==> src/rtl/core/ftxq_pkg.sv <==
// Shared types, codes and defaults for the transmit frame queue.
`timescale 1ns / 1ps
package ftxq_pkg;

  localparam int unsigned QUEUE_DEPTH_DEF = 16;
  localparam int unsigned MAX_LEN_DEF     = 256;
  localparam logic [15:0] RETRY_DELAY_RST = 16'd250;
  localparam int unsigned FILL_W          = 9;
  localparam int unsigned ENTRY_W         = 32;
  localparam int unsigned PADDR_W         = 3;

  typedef enum logic [1:0] {
    CMD_PUT   = 2'd0,
    CMD_GET   = 2'd1,
    CMD_TICK  = 2'd2,
    CMD_PURGE = 2'd3
  } cmd_e;

  typedef enum logic [2:0] {
    ST_QUEUED        = 3'd0,
    ST_PARKED        = 3'd1,
    ST_BAD_LEN       = 3'd2,
    ST_FULL_LOSSLESS = 3'd3,
    ST_DROPPED       = 3'd4,
    ST_GET_EMPTY     = 3'd5,
    ST_NO_ACTION     = 3'd6
  } status_e;

  typedef enum logic {
    REG_RETRY_DELAY = 1'b0
  } reg_idx_e;

  typedef struct packed {
    status_e           status;
    logic [15:0]       acc_len;
    logic [15:0]       out_len;
    logic [15:0]       out_handle;
    logic              kick;
    logic              congested;
    logic              busy;
    logic              empty;
    logic [FILL_W-1:0] fill;
  } result_t;

endpackage

==> src/rtl/core/ftxq_ram.sv <==
// Generic single-port-write, registered-read RAM.
`timescale 1ns / 1ps
module ftxq_ram #(
  parameter int unsigned WIDTH = 32,
  parameter int unsigned DEPTH = 16
) (
  input  logic                     clk_i,
  input  logic                     we_i,
  input  logic [$clog2(DEPTH)-1:0] waddr_i,
  input  logic [WIDTH-1:0]         wdata_i,
  input  logic [$clog2(DEPTH)-1:0] raddr_i,
  output logic [WIDTH-1:0]         rdata_o
);

  logic [WIDTH-1:0] mem_q [DEPTH];
  logic [WIDTH-1:0] rdata_q;

  always_ff @(posedge clk_i) begin
    if (we_i) begin
      mem_q[waddr_i] <= wdata_i;
    end
    rdata_q <= mem_q[raddr_i];
  end

  assign rdata_o = rdata_q;

endmodule

==> src/rtl/core/ftxq_cfg.sv <==
// Configuration register file with its register-bus port.
`timescale 1ns / 1ps
module ftxq_cfg (
  input  logic                          clk_i,
  input  logic                          rst_ni,
  input  logic                          psel,
  input  logic                          penable,
  input  logic                          pwrite,
  input  logic [ftxq_pkg::PADDR_W-1:0]  paddr,
  input  logic [31:0]                   pwdata,
  output logic [31:0]                   prdata,
  output logic                          pready,
  output logic [15:0]                   retry_delay_o
);
  import ftxq_pkg::*;

  logic [15:0] retry_delay_q, retry_delay_d;
  logic        sel_retry;

  assign pready    = 1'b1;
  assign sel_retry = (reg_idx_e'(paddr[2]) == REG_RETRY_DELAY);

  always_comb begin
    retry_delay_d = retry_delay_q;
    if (psel && penable && pwrite && pready && sel_retry) begin
      retry_delay_d = pwdata[15:0];
    end
  end

  always_ff @(posedge clk_i or negedge rst_ni) begin
    if (!rst_ni) begin
      retry_delay_q <= RETRY_DELAY_RST;
    end else begin
      retry_delay_q <= retry_delay_d;
    end
  end

  assign prdata        = sel_retry ? {16'd0, retry_delay_q} : 32'd0;
  assign retry_delay_o = retry_delay_q;

endmodule

==> src/rtl/core/ftxq_ctrl.sv <==
// Queue control: pointers, congestion, overflow slot, retry timer and result register.
`timescale 1ns / 1ps
module ftxq_ctrl #(
  parameter int unsigned QUEUE_DEPTH = ftxq_pkg::QUEUE_DEPTH_DEF,
  parameter int unsigned MAX_LEN     = ftxq_pkg::MAX_LEN_DEF
) (
  input  logic              clk_i,
  input  logic              rst_ni,
  input  logic              in_valid_i,
  output logic              in_ready_o,
  input  logic [1:0]        cmd_i,
  input  logic [15:0]       frame_len_i,
  input  logic [15:0]       frame_handle_i,
  input  logic              is_lossless_i,
  input  logic              link_up_i,
  input  logic [15:0]       retry_delay_i,
  output logic              out_valid_o,
  input  logic              out_ready_i,
  output ftxq_pkg::result_t result_o
);
  import ftxq_pkg::*;

  localparam int unsigned PTR_W = $clog2(QUEUE_DEPTH);
  localparam int unsigned CNT_W = $clog2(QUEUE_DEPTH + 1);
  localparam logic [CNT_W-1:0] DEPTH_C = CNT_W'(QUEUE_DEPTH);
  localparam logic [CNT_W-1:0] LO_C    = CNT_W'(QUEUE_DEPTH / 3);
  localparam logic [CNT_W-1:0] HI_C    = CNT_W'((QUEUE_DEPTH * 2) / 3);
  localparam logic [PTR_W-1:0] LAST_C  = PTR_W'(QUEUE_DEPTH - 1);
  localparam logic [15:0]      MAXL_C  = 16'(MAX_LEN);

  logic [PTR_W-1:0]   rd_ptr_q, rd_ptr_d, wr_ptr_q, wr_ptr_d;
  logic [CNT_W-1:0]   cnt_q, cnt_d;
  logic               cong_q, cong_d;
  logic               ovf_valid_q, ovf_valid_d;
  logic [ENTRY_W-1:0] ovf_entry_q, ovf_entry_d;
  logic [15:0]        cd_q, cd_d;
  logic               pend_q;
  logic               out_valid_q;
  result_t            out_q, pend_res_q, res_d;
  result_t            pend_out;

  logic               accept, get_ok, full;
  logic               we;
  logic [ENTRY_W-1:0] wdata, rdata;
  status_e            status;
  logic [15:0]        acc_len;
  logic               kick;

  ftxq_ram #(
    .WIDTH (ENTRY_W),
    .DEPTH (QUEUE_DEPTH)
  ) u_store (
    .clk_i   (clk_i),
    .we_i    (we),
    .waddr_i (wr_ptr_q),
    .wdata_i (wdata),
    .raddr_i (rd_ptr_q),
    .rdata_o (rdata)
  );

  assign in_ready_o = !pend_q && (!out_valid_q || out_ready_i);
  assign accept     = in_valid_i && in_ready_o;
  assign full       = (cnt_q == DEPTH_C);

  always_comb begin
    rd_ptr_d    = rd_ptr_q;
    wr_ptr_d    = wr_ptr_q;
    cnt_d       = cnt_q;
    cong_d      = cong_q;
    ovf_valid_d = ovf_valid_q;
    ovf_entry_d = ovf_entry_q;
    cd_d        = cd_q;
    status      = ST_NO_ACTION;
    acc_len     = 16'd0;
    kick        = 1'b0;
    we          = 1'b0;
    wdata       = {frame_len_i, frame_handle_i};
    get_ok      = 1'b0;
    if (accept) begin
      case (cmd_e'(cmd_i))
        CMD_PUT: begin
          if (frame_len_i == 16'd0 || frame_len_i > MAXL_C) begin
            status = ST_BAD_LEN;
          end else if (!full) begin
            we       = 1'b1;
            wr_ptr_d = (wr_ptr_q == LAST_C) ? '0 : wr_ptr_q + PTR_W'(1);
            cnt_d    = cnt_q + CNT_W'(1);
            status   = ST_QUEUED;
            acc_len  = frame_len_i;
            kick     = 1'b1;
          end else begin
            cong_d = 1'b1;
            if (is_lossless_i) begin
              status = ST_FULL_LOSSLESS;
            end else if (ovf_valid_q) begin
              status = ST_DROPPED;
            end else begin
              ovf_entry_d = {frame_len_i, frame_handle_i};
              ovf_valid_d = 1'b1;
              cd_d        = retry_delay_i;
              status      = ST_PARKED;
              acc_len     = frame_len_i;
            end
          end
        end
        CMD_GET: begin
          if (cnt_q == '0) begin
            cong_d = 1'b0;
            status = ST_GET_EMPTY;
          end else begin
            get_ok   = 1'b1;
            rd_ptr_d = (rd_ptr_q == LAST_C) ? '0 : rd_ptr_q + PTR_W'(1);
            cnt_d    = cnt_q - CNT_W'(1);
            status   = ST_QUEUED;
            if (cong_q && cnt_d <= LO_C) begin
              cong_d = 1'b0;
            end
          end
        end
        CMD_TICK: begin
          if (ovf_valid_q) begin
            if (cd_q > 16'd1) begin
              cd_d = cd_q - 16'd1;
            end else if (!link_up_i) begin
              ovf_valid_d = 1'b0;
              cong_d      = 1'b0;
              cd_d        = 16'd0;
              status      = ST_DROPPED;
            end else if (!full) begin
              we          = 1'b1;
              wdata       = ovf_entry_q;
              wr_ptr_d    = (wr_ptr_q == LAST_C) ? '0 : wr_ptr_q + PTR_W'(1);
              cnt_d       = cnt_q + CNT_W'(1);
              ovf_valid_d = 1'b0;
              cd_d        = 16'd0;
              kick        = 1'b1;
              status      = ST_QUEUED;
            end else begin
              cd_d = retry_delay_i;
            end
          end
        end
        CMD_PURGE: begin
          rd_ptr_d    = '0;
          wr_ptr_d    = '0;
          cnt_d       = '0;
          ovf_valid_d = 1'b0;
          cong_d      = 1'b0;
          cd_d        = 16'd0;
        end
        default: begin
          status = ST_NO_ACTION;
        end
      endcase
    end
  end

  always_comb begin
    res_d            = '0;
    res_d.status     = status;
    res_d.acc_len    = acc_len;
    res_d.kick       = kick;
    res_d.congested  = cong_d;
    res_d.busy       = cong_d || (cnt_d >= HI_C);
    res_d.empty      = (cnt_d == '0) && !ovf_valid_d;
    res_d.fill       = FILL_W'(cnt_d);
  end

  always_comb begin
    pend_out            = pend_res_q;
    pend_out.out_len    = rdata[31:16];
    pend_out.out_handle = rdata[15:0];
  end

  always_ff @(posedge clk_i or negedge rst_ni) begin
    if (!rst_ni) begin
      rd_ptr_q    <= '0;
      wr_ptr_q    <= '0;
      cnt_q       <= '0;
      cong_q      <= 1'b0;
      ovf_valid_q <= 1'b0;
      ovf_entry_q <= '0;
      cd_q        <= 16'd0;
      pend_q      <= 1'b0;
      out_valid_q <= 1'b0;
    end else begin
      rd_ptr_q    <= rd_ptr_d;
      wr_ptr_q    <= wr_ptr_d;
      cnt_q       <= cnt_d;
      cong_q      <= cong_d;
      ovf_valid_q <= ovf_valid_d;
      ovf_entry_q <= ovf_entry_d;
      cd_q        <= cd_d;
      pend_q      <= accept && get_ok;
      if ((accept && !get_ok) || pend_q) begin
        out_valid_q <= 1'b1;
      end else if (out_ready_i) begin
        out_valid_q <= 1'b0;
      end
    end
  end

  always_ff @(posedge clk_i) begin
    if (accept && get_ok) begin
      pend_res_q <= res_d;
    end
    if (accept && !get_ok) begin
      out_q <= res_d;
    end else if (pend_q) begin
      out_q <= pend_out;
    end
  end

  assign out_valid_o = out_valid_q;
  assign result_o    = out_q;

`ifndef NO_ASSERTIONS
  a_cnt_bound: assert property (@(posedge clk_i) disable iff (!rst_ni)
    cnt_q <= DEPTH_C)
    else $error("entry count above queue depth");

  a_ptr_match: assert property (@(posedge clk_i) disable iff (!rst_ni)
    (cnt_q == '0 || cnt_q == DEPTH_C) |-> (rd_ptr_q == wr_ptr_q))
    else $error("pointers disagree with entry count");

  a_pend_stall: assert property (@(posedge clk_i) disable iff (!rst_ni)
    pend_q |-> !in_ready_o)
    else $error("item accepted while a read is pending");

  a_pend_out: assert property (@(posedge clk_i) disable iff (!rst_ni)
    pend_q |=> out_valid_q)
    else $error("pending read did not reach the result register");

  a_park_cong: assert property (@(posedge clk_i) disable iff (!rst_ni)
    $rose(ovf_valid_q) |-> cong_q)
    else $error("frame parked without congestion");
`endif

endmodule

==> src/rtl/core/frame_tx_queue_with_congestion_unit.sv <==
// Top level of the transmit frame queue with congestion hysteresis.
`timescale 1ns / 1ps
// The block keeps a queue of transmit frames, each stored as a length and a
// handle, plus one overflow slot for a lossy frame that met a full queue.
// Items enter on the s_axis channel; tuser carries the command and the
// lossless flag. Every item gives exactly one result item on m_axis, with the
// status code in tuser and lengths, handle, flags and fill count in tdata.
// Put, tick and purge items show their result in the cycle after acceptance, and a
// new item can be taken every cycle while the receiver takes results. A get reads the
// frame store memory, whose read is registered; its result waits in a pending register,
// with s_axis_tready low, then moves to the output register. When the receiver stalls,
// the result stays in the output register and the block takes no further item until
// that result is taken. Reset empties the queue, clears congestion and the overflow
// slot, and sets the retry delay to 250 ticks; the frame store itself needs no clearing
// pass. The retry delay register is written over the register port at byte address 0;
// the user must write it only while the block is idle; the block does not enforce this.
module frame_tx_queue_with_congestion_unit #(
  parameter int unsigned QUEUE_DEPTH = ftxq_pkg::QUEUE_DEPTH_DEF,
  parameter int unsigned MAX_LEN     = ftxq_pkg::MAX_LEN_DEF,
  localparam int unsigned CNT_W      = $clog2(QUEUE_DEPTH + 1),
  localparam int unsigned OUT_W      = ((52 + CNT_W + 7) / 8) * 8
) (
  input  logic                         clk_i,
  input  logic                         rst_ni,
  input  logic                         s_axis_tvalid,
  output logic                         s_axis_tready,
  // frame_len, frame_handle, link_up, zero fill
  input  logic [39:0]                  s_axis_tdata,
  // cmd, is_lossless
  input  logic [2:0]                   s_axis_tuser,
  output logic                         m_axis_tvalid,
  input  logic                         m_axis_tready,
  // accepted_len, out_len, out_handle, kick_drain, congested_flag,
  // busy_flag, empty_flag, fill_count, zero fill
  output logic [OUT_W-1:0]             m_axis_tdata,
  // status
  output logic [2:0]                   m_axis_tuser,
  input  logic                         psel,
  input  logic                         penable,
  input  logic                         pwrite,
  input  logic [ftxq_pkg::PADDR_W-1:0] paddr,
  input  logic [31:0]                  pwdata,
  output logic [31:0]                  prdata,
  output logic                         pready
);
  import ftxq_pkg::*;

  logic [15:0] retry_delay;
  result_t     result;

  ftxq_cfg u_cfg (
    .clk_i         (clk_i),
    .rst_ni        (rst_ni),
    .psel          (psel),
    .penable       (penable),
    .pwrite        (pwrite),
    .paddr         (paddr),
    .pwdata        (pwdata),
    .prdata        (prdata),
    .pready        (pready),
    .retry_delay_o (retry_delay)
  );

  ftxq_ctrl #(
    .QUEUE_DEPTH (QUEUE_DEPTH),
    .MAX_LEN     (MAX_LEN)
  ) u_ctrl (
    .clk_i          (clk_i),
    .rst_ni         (rst_ni),
    .in_valid_i     (s_axis_tvalid),
    .in_ready_o     (s_axis_tready),
    .cmd_i          (s_axis_tuser[1:0]),
    .frame_len_i    (s_axis_tdata[15:0]),
    .frame_handle_i (s_axis_tdata[31:16]),
    .is_lossless_i  (s_axis_tuser[2]),
    .link_up_i      (s_axis_tdata[32]),
    .retry_delay_i  (retry_delay),
    .out_valid_o    (m_axis_tvalid),
    .out_ready_i    (m_axis_tready),
    .result_o       (result)
  );

  assign m_axis_tuser = result.status;
  assign m_axis_tdata = OUT_W'({result.fill[CNT_W-1:0], result.empty, result.busy,
                                result.congested, result.kick, result.out_handle,
                                result.out_len, result.acc_len});

endmodule
==> config.mk <==
export PLATFORM = sky130hd
export DESIGN_NAME = frame_tx_queue_with_congestion_unit
export DESIGN_NICKNAME = d
export VERILOG_FILES = /design/src/rtl/core/ftxq_pkg.sv /design/src/rtl/core/ftxq_ram.sv /design/src/rtl/core/ftxq_cfg.sv /design/src/rtl/core/ftxq_ctrl.sv /design/src/rtl/core/frame_tx_queue_with_congestion_unit.sv
export SDC_FILE = /design/constraint.sdc
export NUM_CORES = 1
export LEC_CHECK = 0
export BUFFER_PORTS_ARGS = -buffer_cell sky130_fd_sc_hd__clkbuf_2
export CAP_MARGIN = 30
export CORE_AREA = 2 2 301 214
export DETAILED_ROUTE_END_ITERATION = 8
export DIE_AREA = 0 0 303 216
export HOLD_SLACK_MARGIN = 0.03
export SYNTH_ARGS = -nofsm -noshare
export SYNTH_HDL_FRONTEND = slang
export SYNTH_SLANG_ARGS = --single-unit
export TNS_END_PERCENT = 100
==> constraint.sdc <==
create_clock -name clk_i -period 8 [get_ports clk_i]
set_clock_uncertainty 0.05 [all_clocks]
set_input_delay 0 -clock clk_i [delete_from_list [all_inputs] [get_ports clk_i]]
set_output_delay 0 -clock clk_i [all_outputs]
set_load 0.02 [all_outputs]
# [Yosys cells after proc, flatten, opt, wreduce, memory -nomap -nowiden]
# Memory sizes are Yosys's and may differ from the RTL's. A register that Yosys moved wholly into a read port is not among the register bits.
# Cells that the tools add are included.
[classes] addsub=5 n_lt_le_gt_ge=4 n_eq_ne=14 mux=85 bitwise=4 reduce_logical=29
[op_table] op="$mux W16" count=15
[op_table] op="$mux W32" count=6
[op_table] op="$mux W64" count=2
[op_table] op="$pmux W16 S3" count=1
[op_table] op="$mux W5" count=7
[op_table] op="$mux W4" count=8
[op_table] op="$mux W3" count=10
[op_table] op="$mux W1" count=29
[op_table] op="$pmux W5 S4" count=1
[op_table] op="$gt A16 B1 Y1 const B" count=1
[op_table] op="$gt A16 B9 Y1 const B" count=1
[op_table] op="$logic_not A16 Y1" count=1
[op_table] op="$sub A16 B1 Y16 const B" count=1
[op_table] op="$ne A2 B2 Y1 const B" count=6
[op_table] op="$pmux W4 S3" count=1
[op_table] op="$reduce_and A6 Y1" count=2
[op_table] op="$logic_not A5 Y1" count=2
[op_table] op="$logic_and A1 B1 Y1" count=9
[op_table] op="$pmux W3 S3" count=1
[op_table] op="$add A4 B1 Y4 const B" count=2
[op_table] op="$eq A4 B4 Y1 const B" count=2
[op_table] op="$pmux W4 S2" count=1
[op_table] op="$reduce_and A7 Y1" count=1
[op_table] op="$reduce_bool A2 Y1" count=3
[op_table] op="17 further kinds" count=28
[word_totals] regBits=169 mem_bits_rw=512 input_bits=85 output_inout_bits=102 word_cells=168 n_memories=1
[mem_list] memory="u_ctrl.u_store.mem_q" words=16 word_bits=32 rd=1 rd_ports_with_merged_regs=1 wr=1 line_no="ftxq_ram.sv:15" rtl="logic [WIDTH-1:0] mem_q [DEPTH];"

# [Logic depth before layout (Yosys ltp)]
# Gate-level depths: netlist (run 1).
[logic_depth] ltp_word=10 mapped_depth=11 mapped_depth_nobuf=10

# [By module]
# A second synthesis (run 1) with hierarchy kept.
[unflattened] hier_cells=1571 area_unflattened_um2=28107.0
[modules_own_cells] module="ftxq_ram" n_inst=1 cells_each=838 area_each_um2=19835.3 seq_area_each_um2=16015.4
[modules_own_cells] module="ftxq_ctrl" n_inst=1 cells_each=655 area_each_um2=7308.3 seq_area_each_um2=3948.8
[modules_own_cells] module="ftxq_cfg" n_inst=1 cells_each=70 area_each_um2=907.1 seq_area_each_um2=407.9
[modules_own_cells] module="frame_tx_queue_with_congestion_unit" n_inst=1 cells_each=8 area_each_um2=56.3 seq_area_each_um2=0.0

# [Worst setup path before layout (run 1)]
# OpenSTA, ideal clock, no wires.
[synth_path] path_kind="register -> register" start="reg u_ctrl.cd_q[4]" end="mem u_ctrl.u_store.mem_q[7][0], enable pin" setup_time_ps=461 t_arrival_ps=4547 required_ps=7489 slack_ps=2942 path_stages_with_launch=8 path_buffers=1 period_less_slack_ps=5058 cell_sequence="dfrtp_1 > or4_1 > or4_4 > nor3_2 > a21oi_1 > or4_1 > buf_6 > nor3_1"
[synth_via] elab_chain_len=7
[synth_lines] element="start, declared" line_no="ftxq_ctrl.sv:36" rtl="logic [15:0] cd_q, cd_d;"
[synth_lines] element="start signal, assigned" line_no="ftxq_ctrl.sv:183" rtl="cd_q <= 16'd0;"
[synth_lines] element="start signal, assigned" line_no="ftxq_ctrl.sv:193" rtl="cd_q <= cd_d;"
[synth_lines] element="$gt A16 B1 Y1" line_no="ftxq_ctrl.sv:122" rtl="if (cd_q > 16'd1) begin"
[synth_lines] element="$mux W1" line_no="ftxq_ctrl.sv:122"
[synth_lines] element="$mux W1" line_no="ftxq_ctrl.sv:121" rtl="if (ovf_valid_q) begin"
[synth_lines] element="$pmux W1 S2" line_no="ftxq_ctrl.sv:80" rtl="case (cmd_e'(cmd_i))"
[synth_lines] element="$mux W1" line_no="ftxq_ctrl.sv:79" rtl="if (accept) begin"
[synth_lines] element="$mux W1" line_no="ftxq_ram.sv:19" rtl="if (we_i) begin"
[synth_lines] element="$mux W1 (not written as such)" line_no="ftxq_ram.sv:20" rtl="mem_q[waddr_i] <= wdata_i;"
[synth_lines] element="end, declared" line_no="ftxq_ram.sv:15"
# Every way passes these cells.

# [Worst setup path in the final report (run 1)]
[layout_path] start="reg u_ctrl.cd_q[4]" end="mem u_ctrl.u_store.mem_q[2][18], enable pin"
# Same word-level chain as after synthesis.

==> results.sh, run 1 <==
export IMPL_tightestPinTransition_ns=1.04
export IMPL_crit_path_max_fanout=19
export IMPL_cts_sinks=713
export IMPL_worst_setup_path_type="reg -> reg"
export IMPL_grt_pass1_vias=16000
export IMPL_cts_inserted_buffers=69
export IMPL_cp_slowest_cell="or4_1"
export IMPL_ant_nets=0
export IMPL_multi_input_area_mm2=0.00769
export IMPL_final_util_pct=52.8
export IMPL_synth_seq_cells=713
export IMPL_remaining_drc_errors=0
export IMPL_fin_nets=2077
export IMPL_synthArstFlopShare_pct=11.4
export IMPL_slowest_delay_ns=0.70
export IMPL_post_cts_resized=0
export IMPL_dieArea_mm2=0.0654
export IMPL_htreeDepth=3
export IMPL_rsz0062_at_grt="false"
export IMPL_placed_cell_area_mm2=0.0303
export IMPL_maxCapViolCount=0
export IMPL_dieWidth_um=303
export IMPL_arrival_ns=4.48
export IMPL_diodes=0
export IMPL_routed_wl_um=65100
export IMPL_initial_utilization_pct=45.6
export IMPL_yosysWarnings=0
export IMPL_final_common_cell="edfxtp_1"
export IMPL_grt_antenna_before_repair=0
export IMPL_insertion_delay_ns=0.61
export IMPL_final_cell_mix="edfxtp_1 (568), mux2i_1 (144), clkbuf_2 (136)"
export IMPL_synth_yosys_seq_area_share_pct=71.4
export IMPL_synth_flop_cell="edfxtp_1"
export IMPL_wl_per_cell_um=22.7
export IMPL_run_status="complete, no violations"
export IMPL_viasPerCell=5.57
export IMPL_relSlewSlack_pct=29.9
export IMPL_fillerInstances=5000
export IMPL_grt_usage_pct=20.2
export IMPL_holdWs_ns=0.0619
export IMPL_io_pins=187
export IMPL_period_share_pct=53.6
export IMPL_clk_pin_slew_ns=0.07
export IMPL_drv_slew=0
export IMPL_synth_cells=1772
export IMPL_die_height_um=216
export IMPL_grt_max_degree=127
export IMPL_gp_congestion=0.867
export IMPL_power_leakage_nw=11.7
export IMPL_cts_root_buf="clkbuf_16"
export IMPL_finalSetupViolCount=0
export IMPL_dr_pass1_iters=7
export IMPL_core_region_area_mm2=0.0625
export IMPL_row_count=77
export IMPL_cp_end_kind="flip-flop"
export IMPL_globalRoute_totalOverflow=0
export IMPL_hold_path_class="in -> reg"
export IMPL_drive_gt1_share_pct=22.9
export IMPL_syn_area_per_cell_um2=16.1
export IMPL_p_per_area_mw_per_mm2=281
export IMPL_worst_slack_ns=3.71
export IMPL_grt_first_pass_wirelength_um=98700
export IMPL_clock_path_buffers=3
export IMPL_crit_required_ns=8.19
export IMPL_port_buffers=137
export IMPL_max_freq_ghz=0.233
export IMPL_stdcell_area_mm2=0.0330
export IMPL_vdd_drop_max_v=0.000176
export IMPL_regArea_mm2=0.0204
export IMPL_netlist_area_mm2=0.0285
export IMPL_setup_tns_ns=0
export IMPL_path_cells="or4_1, or4_4, nor3_2, a21oi_1, or4_1, nor3_2, and2_2, buf_4"
export IMPL_place_ws_ns=3.72
export IMPL_syn_to_final_growth_pct=15.8
export IMPL_synth_edff_count=568
export IMPL_min_period_ns=4.29
export IMPL_num_vias=16000
export IMPL_hold_viol_final=0
export IMPL_cts_tree="built"
export IMPL_dpl_hpwl_um=37000
export IMPL_drt_iter0_markers=1425
export IMPL_setup_worst_path_start_class="flip-flop"
export IMPL_yosys_cell_types_count=68
[cells in the mapped netlist (4+ instances only)]
master	n	area, um2
dfstp_2	6	158
buf_2	5	25.0
and2_1	37	231
a22oi_1	37	278
a221oi_1	35	307
o211ai_1	4	30.0
buf_4	24	180
ha_1	10	125
and3_1	10	62.6
a311oi_1	5	43.8
or4_1	4	30.0
a22o_1	5	43.8
nand2_1	109	409
nor3b_1	5	37.5
nor2_1	70	263
nor3_1	13	65.1
mux4_2	64	1440
dfrtp_1	75	1880
nand4_1	7	43.8
o21ai_0	100	500
nor4_1	9	56.3
a21oi_1	50	250
a32oi_1	5	43.8
dfxtp_1	64	1280
nand3_1	14	70.1
edfxtp_1	568	17100
nor2b_1	21	131
mux2_2	92	1040
mux2i_1	144	1440
or3_1	5	31.3
a31oi_1	5	31.3
buf_1	11	41.3
inv_1	21	78.8
clkbuf_1	75	282
a21o_1	12	90.1
[area by class of cell]
class | instances | area share [%]
tap | 829 | 3.14
multi-input combinational | 950 | 23.3
timing repair buffer | 226 | 4.99
clock buffer | 97 | 5.96
sequential | 713 | 61.7
inverter | 22 | 0.250
clock inverter | 30 | 0.655
[where the power goes]
group / internal [mW] / total [mW] / switching (mW)
sequential: 4.23 / 4.43 / 0.196
clock: 1.79 / 3.16 / 1.37
combinational: 0.728 / 1.68 / 0.956
[registers in the layout, indices dropped and copies added, names as in the netlist]
| register | cells |
|---|---|
| u_ctrl.cong_q | 1 |
| u_ctrl.u_store.rdata_o | 32 |
| u_ctrl.rd_ptr_q | 4 |
| u_ctrl.result_o | 60 |
| u_ctrl.ovf_valid_q | 1 |
| u_ctrl.u_store.mem_q | 512 |
| u_ctrl.pend_out | 28 |
| u_ctrl.pend_q | 1 |
| u_ctrl.cd_q | 16 |
| u_ctrl.out_valid_o | 1 |
| u_cfg.retry_delay_o | 16 |
| u_ctrl.cnt_q | 5 |
| u_ctrl.wr_ptr_q | 4 |
| u_ctrl.ovf_entry_q | 32 |
[worst paths after layout]
| path | startpoint | cells after the start | slack, ns | endpoint |
|---|---|---|---|---|
| worst max-delay path | u_ctrl.cd_q[4] | 8 | 3.71 | u_ctrl.u_store.mem_q[2][18] |
| worst max register to register | u_ctrl.cd_q[4] | 8 | 3.71 | u_ctrl.u_store.mem_q[2][18] |
| max in group asynchronous | rst_ni | 4 | 6.67 | u_ctrl.rd_ptr_q[0] |
| min in group asynchronous | rst_ni | 3 | 0.41 | u_cfg.retry_delay_o[3] |
| worst min-delay path | s_axis_tuser[1] | 4 | 0.06 | u_ctrl.cd_q[10] |
| worst min register to register | u_ctrl.u_store.rdata_o[22] | 2 | 0.42 | u_ctrl.result_o[35] |
[timing repair]
item                      4_1_cts  5_1_grt
setup buffers                   0        0
hold buffers                   55        0
hold endpoints to repair      613        0
[per-layer routing]
| metal | vias up | global-route usage [%] | wire length, um |
|---|---|---|---|
| met3 | 99 | 3.69 | 3280 |
| met2 | 402 | 30.8 | 29800 |
| met1 | 8180 | 29.9 | 30700 |
| met4 | 0 | 5.34 | 1350 |
| li1 | 7276 | - | - |
| met5 | - | 0 | 0 |
[cell families after synthesis]
family / count (synthesis) / synth area share [%]
buffers and inverters: 138 / 2.18
other: 2 / 0.0263
xor gates and xnor gates: 4 / 0.123
adders and majority gates: 10 / 0.439
DFF: 713 / 71.4
and+or+nand+nor: 319 / 5.55
muxes: 301 / 13.8
AOI/OAI and AO/OA: 285 / 6.46
[per-stage QoR]
| stage | cells | total power [mW] |
|---|---|---|
| final | 2867 | 9.27 |
| after detailed placement | 2685 | 6.18 |
| after global routing | 2867 | 9.68 |
| after floorplan | 1801 | 5.68 |
| after CTS | 2867 | 9.36 |
| after global placement | 2677 | 6.15 |
[worst max-delay path: cells and delay by family (launching register included)]
kind	cells	cell delay, ns
DFF	1	0.43
and+or+nand+nor	6	2.87
AOI/OAI and AO/OA	1	0.05
buffers and inverters	1	0.49
Note: power is estimated with default switching activity, not from simulation.
==> run 2, diff against run 1 <==
--- a/config.mk
+++ b/config.mk
@@ -5,12 +5,14 @@
 export SDC_FILE = /design/constraint.sdc
 export NUM_CORES = 1
 export LEC_CHECK = 0
+export ABC_AREA = 1
 export BUFFER_PORTS_ARGS = -buffer_cell sky130_fd_sc_hd__clkbuf_2
 export CAP_MARGIN = 30
-export CORE_AREA = 2 2 301 214
+export CORE_AREA = 2 2 303 215
 export DETAILED_ROUTE_END_ITERATION = 8
-export DIE_AREA = 0 0 303 216
+export DIE_AREA = 0 0 305 217
 export HOLD_SLACK_MARGIN = 0.03
+export PLACE_DENSITY = 0.65
 export SYNTH_ARGS = -nofsm -noshare
 export SYNTH_HDL_FRONTEND = slang
 export SYNTH_SLANG_ARGS = --single-unit
==> constraint.sdc (replaced) <==
create_clock -name clk_i -period 3.54 [get_ports clk_i]
set_clock_uncertainty 0.05 [all_clocks]
set_input_delay 0 -clock clk_i [delete_from_list [all_inputs] [get_ports clk_i]]
set_output_delay 0 -clock clk_i [all_outputs]
set_load 0.02 [all_outputs]
==> results.sh, run 2 <==
export IMPL_syn_to_final_growth_pct=17.4
export IMPL_synthArstFlopShare_pct=11.4
export IMPL_relSlewSlack_pct=26.2
export IMPL_final_cell_mix="edfxtp_1 (568), nand2_1 (432), nor2_1 (219)"
export IMPL_final_util_pct=53.1
export IMPL_synth_cells=2382
export IMPL_drive_gt1_share_pct=16.2
export IMPL_cts_tree="built"
export IMPL_grt_use_met3_pct=4.20
export IMPL_finalPower_mw=22.1
export IMPL_routed_wl_um=72700
export IMPL_finalSetupViolCount=0
export IMPL_multi_input_area_mm2=0.00753
export IMPL_cts_sinks=713
export IMPL_synth_top_cells_by_area="edfxtp_1 (59%), dfrtp_1 (6.5%), nand2_1 (5.6%), dfxtp_1 (4.4%), o21ai_0 (3.5%)"
export IMPL_htreeDepth=3
export IMPL_rsz0062_at_grt="false"
export IMPL_synth_seq_cells=713
export IMPL_crit_top_cell="nand2_1"
export IMPL_final_common_cell="edfxtp_1"
export IMPL_power_leakage_nw=12.8
export IMPL_worst_setup_path_type="reg -> reg"
export IMPL_grtUsageMet1_pct=30.1
export IMPL_synthTopCellsByCount="edfxtp_1 (568), nand2_1 (432), nor2_1 (237), o21ai_0 (201), a21oi_1 (142)"
export IMPL_grt_antenna_before_repair=1
export IMPL_stdcell_area_mm2=0.0338
export IMPL_worst_slack_ns=0.328
export IMPL_met2_usage_pct=35.2
export IMPL_holdWs_ns=0.105
export IMPL_tightestPinTransition_ns=1.10
export IMPL_p_per_area_mw_per_mm2=652
export IMPL_yosys_cell_types_count=53
export IMPL_remaining_drc_errors=0
export IMPL_yosysWarnings=0
export IMPL_vdd_drop_max_v=0.000503
export IMPL_dp_cells=3302
export IMPL_maxCapViolCount=0
export IMPL_cp_slowest_cell="dfrtp_1"
export IMPL_regArea_mm2=0.0204
export IMPL_grt_busiest_layer="met2"
export IMPL_synth_edff_count=568
export IMPL_yosysMostFrequentCell="edfxtp_1"
export IMPL_setup_worst_path_start_class="flip-flop"
export IMPL_setup_tns_ns=0
export IMPL_cts_setup_buffers=0
export IMPL_synth_flop_cell="edfxtp_1"
export IMPL_placed_cell_area_mm2=0.0308
export IMPL_synth_top_area_share_pct=59.2
export IMPL_diodes=0
export IMPL_dpl_hpwl_um=42000
export IMPL_cts_root_buf="clkbuf_16"
export IMPL_clk_pin_slew_ns=0.07
export IMPL_crit_path_max_fanout=19
export IMPL_fin_nets=2702
export IMPL_post_cts_resized=0
export IMPL_cp_end_kind="flip-flop"
export IMPL_grt_first_pass_wirelength_um=110000
export IMPL_io_pins=187
export IMPL_hold_path_class="in -> reg"
export IMPL_ant_nets=0
export IMPL_gp_congestion=0.868
export IMPL_final_cells=3500
export IMPL_min_period_ns=3.21
export IMPL_grt_usage_pct=21.8
export IMPL_viasPerCell=5.54
export IMPL_core_region_area_mm2=0.0637
export IMPL_die_height_um=217
export IMPL_port_buffers=137
export IMPL_cts_inserted_buffers=70
export IMPL_dr_pass1_iters=6
export IMPL_wl_per_cell_um=20.8
export IMPL_hold_viol_final=0
export IMPL_place_ws_ns=0.367
export IMPL_syn_area_per_cell_um2=12.1
export IMPL_globalRoute_totalOverflow=0
export IMPL_drt_iter0_markers=1893
export IMPL_max_freq_ghz=0.311
export IMPL_path_cells="inv_1, ha_1, nand2_1, nor2_2, nand2_1, nand2_1, nand3_1, o32ai_1, nand2_1, inv_2, nand2_1, nor2_4, buf_4"
export IMPL_arrival_ns=3.41
export IMPL_synth_area_leader_cell="edfxtp_1"
export IMPL_largest_reg_flops=512
export IMPL_period_share_pct=90.7
export IMPL_run_status="complete, no violations"
export IMPL_fillerInstances=5324
export IMPL_dieWidth_um=305
export IMPL_synth_yosys_seq_area_share_pct=70.7
export IMPL_regMostFlops="u_ctrl.u_store.mem_q"
export IMPL_row_count=78
export IMPL_num_vias=19400
export IMPL_insertion_delay_ns=0.61
export IMPL_grt_max_degree=170
export IMPL_clock_path_buffers=3
export IMPL_crit_required_ns=3.74
export IMPL_netlist_area_mm2=0.0288
export IMPL_slowest_delay_ns=0.41
export IMPL_dieArea_mm2=0.0662
export IMPL_rrSetupSlack_ns=0.33
export IMPL_drv_slew=0
export IMPL_grt_pass1_vias=19000
export IMPL_initial_utilization_pct=45.2
run 2: layout make-up:
type,instances,area share [%]
Multi-Input combinational cell,1435,22.2
Clock buffer,95,5.82
Tap cell,840,3.11
Inverter,108,1.21
Clock inverter,30,0.869
Timing Repair Buffer,279,6.55
Sequential cell,713,60.2
run 2: kinds of logic (layout without fill, tap and decap cells):
family	Yosys count	in the layout	synth area share (%)
AND/OR/NAND/NOR	837	837	12.2
flip-flops	713	713	70.7
AO/OA/AOI/OAI	502	502	10.1
buffers and inverters	263	512	4.05
multiplexers	41	41	2.08
XOR/XNOR	14	14	0.425
adder cells (fa/ha/maj)	10	10	0.434
other	2	31	0.0261
run 2: where the power goes:
group          internal [mW]  total, mW  switching [mW]  leakage, nW
Combinational           1.48       4.81            3.33         5.03
Sequential              9.55       9.87           0.322         6.64
Clock                   4.28       7.39            3.12         1.09
Total                   15.3       22.1            6.77         12.8
run 2: final timing paths:
kind,to,start,depth (start not counted)
setup / recovery,u_ctrl.u_store.mem_q[6][5],u_ctrl.cd_q[0],13
hold / removal,u_ctrl.u_store.mem_q[14][27],s_axis_tdata[11],3
setup reg to reg,u_ctrl.u_store.mem_q[6][5],u_ctrl.cd_q[0],13
hold reg to reg,u_ctrl.result_o[31],u_ctrl.u_store.rdata_o[18],2
max in group asynchronous,u_cfg.retry_delay_o[1],rst_ni,4
min in group asynchronous,u_ctrl.out_valid_o,rst_ni,4
run 2: metal layers:
metal	up-vias	routed length (um)
met5	-	0
met4	0	1770
met3	132	5130
met2	734	34100
met1	9618	31700
li1	8921	-
run 2: what timing repair did:
action                                 4_1_cts  5_1_grt
hold buffers                                72        0
setup endpoints to repair                    0        0
endpoints found under the hold margin      608        0
run 2: worst max-delay path: cells and delay by family, from the launching register on:
kind,cells,cell delay (ns)
and+or+nand+nor,8,1.35
buffers and inverters,3,0.65
DFF,1,0.41
adders and majority gates,1,0.24
AOI/OAI and AO/OA,1,0.12
